### src/rtl/chri_pkg.sv
`default_nettype none

package chri_pkg;

  // program cache window geometry
  localparam int unsigned CACHE_BYTES = 512;
  localparam int unsigned CACHE_IDX_W = $clog2(CACHE_BYTES);
  localparam int unsigned NUM_LINES   = 32;
  localparam int unsigned LINE_W      = $clog2(NUM_LINES);

  // host address map, after masking
  localparam logic [15:0] ADDR_MASK      = 16'h33FF;
  localparam logic [15:0] REG_FIRST      = 16'h3000;
  localparam logic [15:0] REG_LAST       = 16'h301F;
  localparam logic [15:0] ADDR_STATUS_LO = 16'h3030;
  localparam logic [15:0] ADDR_STATUS_HI = 16'h3031;
  localparam logic [15:0] ADDR_BANK      = 16'h3034;
  localparam logic [15:0] ADDR_SCREEN    = 16'h3038;
  localparam logic [15:0] ADDR_CLKSEL    = 16'h3039;
  localparam logic [15:0] ADDR_MODE      = 16'h303A;
  localparam logic [15:0] ADDR_VERSION   = 16'h303B;
  localparam logic [15:0] WIN_BASE       = 16'h3100;
  localparam logic [15:0] WIN_LAST       = 16'h32FF;

  localparam logic [7:0] VERSION_VAL = 8'h04;

  // general register numbers with side effects
  localparam logic [3:0] REG_ROM_FETCH = 4'd14;
  localparam logic [3:0] REG_GO        = 4'd15;

  typedef enum logic [1:0] {
    OP_READ      = 2'd0,
    OP_WRITE     = 2'd1,
    OP_FILL_DONE = 2'd2,
    OP_NONE      = 2'd3
  } op_e;

  // one host access, address already masked
  typedef struct packed {
    op_e         op;
    logic [15:0] addr;
    logic [7:0]  data;
  } item_t;

  // result item, lowest field last so it packs from bit 0 up
  typedef struct packed {
    logic [7:0]           screen_base;
    logic                 clock_select;
    logic [6:0]           program_bank;
    logic                 rom_granted;
    logic                 ram_granted;
    logic [1:0]           screen_height;
    logic [3:0]           plot_bpp;
    logic [NUM_LINES-1:0] valid_lines;
    logic                 irq_ack;
    logic                 rom_fetch_start;
    logic                 running;
    logic [7:0]           read_data;
  } result_t;

  localparam int unsigned RES_W       = $bits(result_t);
  localparam int unsigned OUT_TDATA_W = ((RES_W + 7) / 8) * 8;

  // cache write request from the access logic
  typedef struct packed {
    logic                   we;
    logic [CACHE_IDX_W-1:0] idx;
    logic [7:0]             data;
  } cache_wr_t;

  function automatic logic [CACHE_IDX_W-1:0] cache_index(input logic [15:0] a);
    logic [15:0] d;
    d = (a - WIN_BASE) & 16'(CACHE_BYTES - 1);
    return d[CACHE_IDX_W-1:0];
  endfunction

  function automatic logic [LINE_W-1:0] line_of(input logic [CACHE_IDX_W-1:0] idx);
    logic [15:0] w;
    w = 16'(idx);
    return w[LINE_W+3:4];
  endfunction

  function automatic logic [3:0] bpp_of(input logic [1:0] cm);
    logic [3:0] b;
    case (cm)
      2'd0:    b = 4'd2;
      2'd1:    b = 4'd4;
      2'd2:    b = 4'd4;
      default: b = 4'd8;
    endcase
    return b;
  endfunction

endpackage

`default_nettype wire

### src/rtl/chri_core.sv
`default_nettype none

module chri_core (
  input  wire logic                clk_i,
  input  wire logic                rst_ni,
  input  wire logic                commit_i,
  input  wire chri_pkg::item_t     item_i,
  input  wire logic [7:0]          cache_rdata_i,
  output chri_pkg::result_t        res_o,
  output chri_pkg::cache_wr_t      cache_wr_o
);

  import chri_pkg::*;

  logic [15:0]          regs_q [16];
  logic [15:0]          regs_d [16];
  logic [7:0]           latch_q, latch_d;
  logic [3:0]           flags_q, flags_d;
  logic                 go_q, go_d;
  logic                 pend_q, pend_d;
  logic [6:0]           bank_q, bank_d;
  logic                 clksel_q, clksel_d;
  logic [5:0]           mode_q, mode_d;
  logic [7:0]           sbase_q, sbase_d;
  logic [NUM_LINES-1:0] lv_q, lv_d;

  logic [15:0]            addr;
  logic                   in_regs;
  logic                   in_win;
  logic [3:0]             ridx;
  logic [CACHE_IDX_W-1:0] cidx;
  logic [7:0]             status_lo;
  logic [7:0]             rd;
  logic                   fetch;
  logic                   ack;

  assign addr      = item_i.addr;
  assign in_regs   = (addr >= REG_FIRST) && (addr <= REG_LAST);
  assign in_win    = (addr >= WIN_BASE) && (addr <= WIN_LAST);
  assign ridx      = addr[4:1];
  assign cidx      = cache_index(addr);
  assign status_lo = {1'b0, pend_q, go_q, flags_q, 1'b0};

  // decode of one access against the current state
  always_comb begin
    regs_d     = regs_q;
    latch_d    = latch_q;
    flags_d    = flags_q;
    go_d       = go_q;
    pend_d     = pend_q;
    bank_d     = bank_q;
    clksel_d   = clksel_q;
    mode_d     = mode_q;
    sbase_d    = sbase_q;
    lv_d       = lv_q;
    rd         = '0;
    fetch      = 1'b0;
    ack        = 1'b0;
    cache_wr_o = '0;
    unique case (item_i.op)
      OP_READ: begin
        if (!(go_q && addr != ADDR_STATUS_LO && addr != ADDR_STATUS_HI
              && addr != ADDR_VERSION)) begin
          if (in_regs) begin
            rd = addr[0] ? regs_q[ridx][15:8] : regs_q[ridx][7:0];
          end else begin
            unique case (addr)
              ADDR_STATUS_LO: rd = status_lo;
              ADDR_STATUS_HI: ack = 1'b1;
              ADDR_BANK:      rd = {1'b0, bank_q};
              ADDR_VERSION:   rd = VERSION_VAL;
              default: begin
                if (in_win) begin
                  rd = cache_rdata_i;
                end
              end
            endcase
          end
        end
      end
      OP_WRITE: begin
        if (!(go_q && addr != ADDR_STATUS_LO && addr != ADDR_MODE)) begin
          if (in_regs) begin
            if (!addr[0]) begin
              latch_d = item_i.data;
            end else begin
              regs_d[ridx] = {item_i.data, latch_q};
              if (ridx == REG_ROM_FETCH) begin
                pend_d = 1'b1;
                fetch  = 1'b1;
              end else if (ridx == REG_GO) begin
                go_d = 1'b1;
              end
            end
          end else begin
            unique case (addr)
              ADDR_STATUS_LO: begin
                flags_d = item_i.data[4:1];
                go_d    = item_i.data[5];
                if (go_q && !item_i.data[5]) begin
                  lv_d = '0;
                end
              end
              ADDR_BANK: begin
                bank_d = item_i.data[6:0];
                lv_d   = '0;
              end
              ADDR_SCREEN: sbase_d  = item_i.data;
              ADDR_CLKSEL: clksel_d = item_i.data[0];
              ADDR_MODE:   mode_d   = item_i.data[5:0];
              default: begin
                if (in_win) begin
                  cache_wr_o.we   = 1'b1;
                  cache_wr_o.idx  = cidx;
                  cache_wr_o.data = item_i.data;
                  if (cidx[3:0] == 4'hF) begin
                    lv_d = lv_q | (NUM_LINES'(1) << line_of(cidx));
                  end
                end
              end
            endcase
          end
        end
      end
      OP_FILL_DONE: pend_d = 1'b0;
      default: ;
    endcase
  end

  // result reflects the state after the access
  always_comb begin
    res_o.read_data       = rd;
    res_o.running         = go_d;
    res_o.rom_fetch_start = fetch;
    res_o.irq_ack         = ack;
    res_o.valid_lines     = lv_d;
    res_o.plot_bpp        = bpp_of(mode_d[1:0]);
    res_o.screen_height   = {mode_d[5], mode_d[2]};
    res_o.ram_granted     = mode_d[3];
    res_o.rom_granted     = mode_d[4];
    res_o.program_bank    = bank_d;
    res_o.clock_select    = clksel_d;
    res_o.screen_base     = sbase_d;
  end

  // state update when the item moves into the result register
  always_ff @(posedge clk_i or negedge rst_ni) begin
    if (!rst_ni) begin
      for (int i = 0; i < 16; i++) begin
        regs_q[i] <= '0;
      end
      latch_q  <= '0;
      flags_q  <= '0;
      go_q     <= 1'b0;
      pend_q   <= 1'b0;
      bank_q   <= '0;
      clksel_q <= 1'b0;
      mode_q   <= '0;
      sbase_q  <= '0;
      lv_q     <= '0;
    end else if (commit_i) begin
      regs_q   <= regs_d;
      latch_q  <= latch_d;
      flags_q  <= flags_d;
      go_q     <= go_d;
      pend_q   <= pend_d;
      bank_q   <= bank_d;
      clksel_q <= clksel_d;
      mode_q   <= mode_d;
      sbase_q  <= sbase_d;
      lv_q     <= lv_d;
    end
  end

  // a rom fetch start is only possible while stopped, and it does not start
  a_fetch_not_running: assert property (@(posedge clk_i) disable iff (!rst_ni)
    res_o.rom_fetch_start |-> !res_o.running)
    else $error("rom fetch started while running");

  // interrupt acknowledge returns a zero byte
  a_ack_zero: assert property (@(posedge clk_i) disable iff (!rst_ni)
    res_o.irq_ack |-> (res_o.read_data == 8'h00 && item_i.op == OP_READ))
    else $error("irq ack with non-zero data or on a non-read");

  // cache is written only from an ungated host write
  a_wr_only_write: assert property (@(posedge clk_i) disable iff (!rst_ni)
    cache_wr_o.we |-> (item_i.op == OP_WRITE && !go_q))
    else $error("cache write outside an ungated host write");

endmodule

`default_nettype wire

### config.mk
export PLATFORM = sky130hd
export DESIGN_NAME = chri_core
export DESIGN_NICKNAME = d
export VERILOG_FILES = /design/src/rtl/chri_pkg.sv /design/src/rtl/chri_core.sv
export SDC_FILE = /design/constraint.sdc
export NUM_CORES = 1
export LEC_CHECK = 0
export BUFFER_PORTS_ARGS = -buffer_cell sky130_fd_sc_hd__buf_2
export CAP_MARGIN = 20
export CORE_MARGIN = 2
export CORE_UTILIZATION = 46
export CTS_CLUSTER_SIZE = 8
export DETAILED_ROUTE_END_ITERATION = 8
export GPL_ROUTABILITY_DRIVEN = 1
export GPL_TIMING_DRIVEN = 0
export HOLD_SLACK_MARGIN = 0.15
export PLACE_DENSITY_LB_ADDON = 0.08
export SLEW_MARGIN = 10
export SYNTH_ARGS = -nofsm -noshare
export SYNTH_HDL_FRONTEND = slang
export SYNTH_SLANG_ARGS = --single-unit
### constraint.sdc
create_clock -name clk_i -period 3.7 [get_ports clk_i]
set_input_delay 0.74 -clock clk_i [delete_from_list [all_inputs] [get_ports clk_i]]
set_output_delay 0.74 -clock clk_i [all_outputs]
set_load 0.02 [all_outputs]
==> results_dict.tcl, run 1 <==
set metrics [dict create \
    grt_pass1_wl_mm 74.7 \
    worstSetupStartpointType "input pin" \
    cts_tree "built" \
    worst_r2r_path_depth 6 \
    fin_nets 1376 \
    hold_depth 1 \
    grt_overflow 0 \
    insertedDiodeCount 0 \
    drive_gt1_share_pct 48.4 \
    ios 122 \
    drtAntennaViolNets 0 \
    synth-seq-area-share_pct 51.1 \
    gp_congestion 0.891 \
    drt_first_pass_iters 5 \
    synth_seq_cells 324 \
    ys_warn_count 0 \
    coreArea_um2 34300 \
    cts_buffers 46 \
    maxSlewViolCount 0 \
    hpwlAfterDp_mm 34.1 \
    synth_area_um2 15900 \
    critical_path_required_ns 2.96 \
    areaGrowthSynthToFinish_pct 18.3 \
    post_synth.cell_area_avg_um2 13.6 \
    finalSetupTns_ns 0 \
    hp-class "flop to flop" \
    leakagePower_nw 9.14 \
    min_period_ns 3.64 \
    clk_pin_slew_worst_paths_ns 0.05 \
    grt_max_degree 102 \
    relSlewSlack_pct 28.9 \
    finalHoldViolations 0 \
    rsz0062_at_grt "false" \
    status "complete, no violations" \
    vias 11000 \
    clk-insertion-delay-late_ns 0.57 \
    start_util_pct 46.3 \
    die_height_um 190 \
    n_fill_cell 2977 \
    timing.fmax_mhz 274 \
    initialDrtViolationCount 866 \
    io_buffers 115 \
    wire_per_inst_um 27.6 \
    worstMarginPinSlew_ns 1.07 \
    die_x_um 190 \
    vias_per_cell 6.13 \
    antenna_found_initial 0 \
    synth_ff_type "dfrtp_1" \
    ctsLongestPathBuffers 3 \
    endpoint_kind "primary output" \
    synth-edff-count 0 \
    die-area_um2 36000 \
    syn_inst 1167 \
    syn-num-nets 1204 \
    cts_sinks 324 \
    finalSetupViolations 0 \
    grt_pass1_vias 11200 \
    cts_max_level 2 \
    layoutNonFillerInstCount 1797 \
    cp.arrival_ns 2.90 \
    routed_wl_mm 49.6 \
    cap_viol_max_count 0 \
    cts_root_buf "clkbuf_16" \
    rows 68 \
    crit_type "input pin to primary output" \
    p_total_mw 7.75 \
    dp_cells 1740 \
    final_cell_area_um2 18800 \
    period_share_pct 98.5 \
    synth.distinct_cells 59 \
    async_flop_share_pct 100 \
    fin_skew_ns 0.0183 \
    cp_max_fo 10 \
    ir_drop_mv 0.352 \
    grtUsageTotal_pct 28.2 \
    placed_area_um2 17100 \
    power_density_nw_per_um2 413 \
    drc 0 \
]
==> metal layers <==
layer	part of all wire [%]	GRT usage, %	up-vias
li1	-	-	4710
met1	45	40.6	5791
met2	47	45.1	425
met3	6.1	4.22	89
met4	2.3	6.95	0
met5	0	0	-
==> logic make-up after synthesis <==
group	share of synthesized area [%]
AOI/OAI and AO/OA	6.52
xor gates and xnor gates	0.110
buffers and inverters	3.61
DFF	51.1
muxes	31.0
other	0.0236
and+or+nand+nor	7.63
==> stage by stage <==
stage,setup WS [ns],hold WS (ns),utilization (%)
floorplan,0.214,0.444,-
global placement,-4.50,0.469,49.6
detailed placement,-0.985,0.474,49.9
CTS,-0.0320,0.473,54.3
global route,0.00268,0.488,54.7
finish,0.0551,0.485,54.7
==> critical path: stages <==
cell and delay, ns:
buf_2 0.18, buf_6 0.21, buf_6 0.23, mux4_2 0.24, o22ai_1 0.15, or4_1 0.51, a221oi_2 0.40, buf_2 0.23
==> state kept, by name, indices dropped and copies added (netlist names) <==
name and flops:
mode_q 6, latch_q 8, bank_q 7, pend_q 1, regs_q 256, clksel_q 1, lv_q 32, flags_q 4
sbase_q 8, go_q 1
==> synth_stat cells, types with 14 or more instances <==
master     number  share of area [%]
a22o_1         22                1.2
and2_1         19               0.75
buf_2          26               0.82
buf_4          17               0.80
clkbuf_1       53                1.3
dfrtp_1       324                 51
mux2_2        302                 21
mux2i_1        23                1.5
mux4_2         54                7.7
nand2_1        46                1.1
nand3_1        32                1.0
nor2_1         16               0.38
nor3_1         14               0.44
o22ai_1        19               0.75
o2bb2ai_1      44                2.4
==> placed cells by master, fill, tap and decap left out, types with 4 or more instances in the layout <==
| master | n |
|---|---|
| a21oi_1 | 11 |
| a221oi_1 | 5 |
| a221oi_2 | 5 |
| a22o_1 | 22 |
| a22oi_1 | 5 |
| and2_1 | 18 |
| buf_12 | 4 |
| buf_2 | 131 |
| buf_4 | 28 |
| buf_6 | 15 |
| clkbuf_1 | 39 |
| clkbuf_16 | 46 |
| clkbuf_2 | 5 |
| clkbuf_4 | 4 |
| dfrtp_1 | 324 |
| inv_1 | 5 |
| mux2_1 | 6 |
| mux2_2 | 302 |
| mux2i_1 | 23 |
| mux4_2 | 54 |
| nand2_1 | 44 |
| nand2b_1 | 12 |
| nand3_1 | 31 |
| nand4_1 | 7 |
| nor2_1 | 14 |
| nor2b_1 | 11 |
| nor3_1 | 10 |
| nor3_2 | 4 |
| nor4_1 | 4 |
| o21ai_0 | 4 |
| o22ai_1 | 19 |
| o2bb2ai_1 | 44 |
| or2_2 | 4 |
| or3_1 | 7 |
==> cell type report <==
type                            count  area [um^2]  area share [%]
Clock buffer                       48         1180            6.28
Tap cell                          455          569            3.03
Inverter                            5         18.8           0.100
Multi-Input combinational cell    728         7390            39.4
Timing Repair Buffer              129          781            4.16
Sequential cell                   324         8110            43.2
Clock inverter                      3         58.8           0.313
Buffer                            105          666            3.55
==> worst paths after layout <==
check / start / slack, ns / endpoint
max in group asynchronous: rst_ni / 1.72 / regs_q[108]$_DFFE_PN0P_
setup / recovery: item_i[10] / 0.06 / res_o[4]
setup reg to reg: go_q$_DFFE_PN0P_ / 0.77 / regs_q[250]$_DFFE_PN0P_
hold / removal: regs_q[243]$_DFFE_PN0P_ / 0.49 / regs_q[243]$_DFFE_PN0P_
min in group asynchronous: rst_ni / 0.65 / regs_q[175]$_DFFE_PN0P_
hold reg to reg: regs_q[243]$_DFFE_PN0P_ / 0.49 / regs_q[243]$_DFFE_PN0P_
==> power by group <==
group / internal (mW) / switching [mW] / total (mW)
logic: 0.124 / 0.312 / 0.435
registers: 3.55 / 0.0000277 / 3.55
clock network: 2.24 / 1.53 / 3.76
total: 5.91 / 1.84 / 7.75
==> what timing repair did <==
action / 4_1_cts / 5_1_grt
setup endpoints to repair: 74 / 63
gates resized for setup: 72 / 29
gates cloned: 0 / 0
pin swaps: 2 / 7
hold endpoints to repair: 33 / 0
hold buffers: 1 / 0
buffers inserted: 4 / 6
(Power assumes the default switching activity.)
==> run 2, diff against run 1 <==
- CORE_MARGIN: 2 -> 3
- CTS_CLUSTER_DIAMETER: not set -> 120
==> run 2 against run 1 <==
  * Flip-flop and latch count stayed put
  * Wire length is 3.4% lower
  * Sequential share of layout area is 0.15 points higher
  * Combinational power is 2% lower
  * First-iteration DRC count is 0.81% higher
  * Clock skew is 0.0058 ns higher
  * Worst hold slack worse by 0.32 ns
  * Register-to-register slack better by 0.08 ns
  * Via count is 1.6% lower
  * Sequential power hardly changed
  * Clock power hardly changed
  * Critical path type unchanged
==> results_dict.tcl, run 2 (same netlist as run 1, synthesis figures left out) <==
set metrics [dict create \
    worst_hold_slack_ns 0.170 \
    coreArea_um2 33800 \
    hp-class "input pin to asynchronous set/reset pin" \
    power_density_nw_per_um2 415 \
    grt_pass1_wl_mm 71.8 \
    cpMostUsedCell "buf_2" \
    rsz0062_at_grt "true" \
    die_x_um 192 \
    io_buffers 115 \
    final_cell_area_um2 18700 \
    relSlewSlack_pct 38.4 \
    hpwlAfterDp_mm 33.1 \
    cp.arrival_ns 2.96 \
    drt_first_pass_iters 5 \
    timing.rr.start "go_q$_DFFE_PN0P_" \
    grtUsageTotal_pct 26.5 \
    antenna_found_initial 1 \
    wire_per_inst_um 26.8 \
    start_util_pct 47.0 \
    die_height_um 192 \
    drive_gt1_share_pct 47.9 \
    min_period_ns 3.70 \
    endpoint_kind "primary output" \
    fin_ws_ns 0.00498 \
    timing.fmax_mhz 271 \
    slowest_stage "and4bb_2" \
    areaGrowthSynthToFinish_pct 17.9 \
    fin_skew_ns 0.0241 \
    period_share_pct 99.9 \
    drc 0 \
    fin_nets 1376 \
    finalHoldViolations 0 \
    maxSlewViolCount 0 \
    cts_buffers 46 \
    finalSetupTns_ns 0 \
    final_core_util_pct 55.4 \
    gp_congestion 0.876 \
    slowest_delay_ns 0.37 \
    layout_common_cells "324 x dfrtp_1, 302 x mux2_2, 131 x buf_2" \
    regMostFlops "regs_q" \
    cp_max_fo 10 \
    dpl_worst_slack_ns -0.939 \
    ctsLongestPathBuffers 3 \
    use_met2_pct 42.3 \
    cap_viol_max_count 0 \
    grt_overflow 0 \
    finalSetupViolations 0 \
    worstPathCellList "buf_2, and4bb_2, nand4_1, buf_4, nor3_4, a32oi_1, a221oi_4, buf_2" \
    grt_max_degree 98 \
    insertedDiodeCount 0 \
    use_met3_pct 4.33 \
    status "complete, no violations" \
    worstMarginPinSlew_ns 0.924 \
    vias 10800 \
    worstSetupStartpointType "input pin" \
    vias_per_cell 6.06 \
    ios 122 \
    critical_path_required_ns 2.96 \
    ir_drop_mv 0.311 \
    leakagePower_nw 9.13 \
    grt_pass1_vias 11100 \
    clk-insertion-delay-late_ns 0.56 \
    routed_wl_mm 47.9 \
    die-area_um2 36700 \
    crit_type "input pin to primary output" \
    setup.worst_path.start "item_i[12]" \
    cts_tree "built" \
    layout_commonest_cell "dfrtp_1" \
    largest_reg_flops 256 \
    clk_pin_slew_worst_paths_ns 0.05 \
    grt.met1_usage_pct 37.7 \
    cts_sinks 324 \
    n_fill_cell 2863 \
    busiest_layer "met2" \
    placed_area_um2 17100 \
    cts_root_buf "clkbuf_16" \
    drtAntennaViolNets 0 \
    reg_top3 "regs_q (256), lv_q (32)" \
    cts_max_level 2 \
    initialDrtViolationCount 873 \
    rows 67 \
]
-- run 2: changes by cell type in the layout (fill, tap and decap cells not counted), moves of 2 or more --
cell	previous run	this run
clkbuf_2	5	9
or3_1	7	9
or3_4	3	1
clkbuf_8	2	0
-- run 2: worst max-delay path: cells and delay by family --
family	cells	cell delay, ns
AOI/OAI and AO/OA	2	0.54
buffers and inverters	3	0.72
and+or+nand+nor	3	0.94
-- run 2: metrics by stage --
stage	power, mW	cells
after floorplan	3.78	1167
after global placement	3.99	1730
after detailed placement	4.00	1733
after CTS	7.84	1784
after global routing	8.02	1789
final	7.77	1789
-- run 2: metal layers --
| layer | up-vias | share of wire [%] |
|---|---|---|
| met2 | 368 | 47 |
| met3 | 77 | 6.1 |
| li1 | 4697 | - |
| met5 | - | 0 |
| met4 | 0 | 2.4 |
| met1 | 5701 | 44 |
-- run 2: area by class of cell --
class                           instances  area, um^2  area share (%)
Timing Repair Buffer                  129         769            4.11
Clock buffer                           46        1150            6.15
Multi-Input combinational cell        728        7350            39.3
Inverter                                5        18.8           0.100
Clock inverter                          4        88.8           0.475
Tap cell                              448         561            3.00
Sequential cell                       324        8110            43.3
Buffer                                105         661            3.53
-- run 2: final timing paths --
check / end / slack (ns) / cells past startpoint
worst max-delay path: res_o[5] / 0.005 / 8
worst min-delay path: regs_q[175]$_DFFE_PN0P_ / 0.17 / 1
worst max register to register: regs_q[248]$_DFFE_PN0P_ / 0.85 / 6
worst min register to register: lv_q[27]$_DFFE_PN0P_ / 0.48 / 1
max in group asynchronous: regs_q[62]$_DFFE_PN0P_ / 2.28 / 3
min in group clk_i: regs_q[254]$_DFFE_PN0P_ / 0.48 / 2
-- run 2: timing repair --
item | in CTS | in global routing
pin swaps | 2 | 7
hold buffers | 0 | 0
resized for setup | 63 | 23
setup buffers | 5 | 5
endpoints found under the setup margin | 74 | 63
-- run 2: power by group --
| part | total [mW] | internal (mW) | switching (mW) |
|---|---|---|---|
| clock | 3.79 | 2.27 | 1.53 |
| combinational | 0.425 | 0.121 | 0.304 |
| sequential | 3.55 | 3.55 | 0.0000628 |
| total | 7.77 | 5.94 | 1.83 |
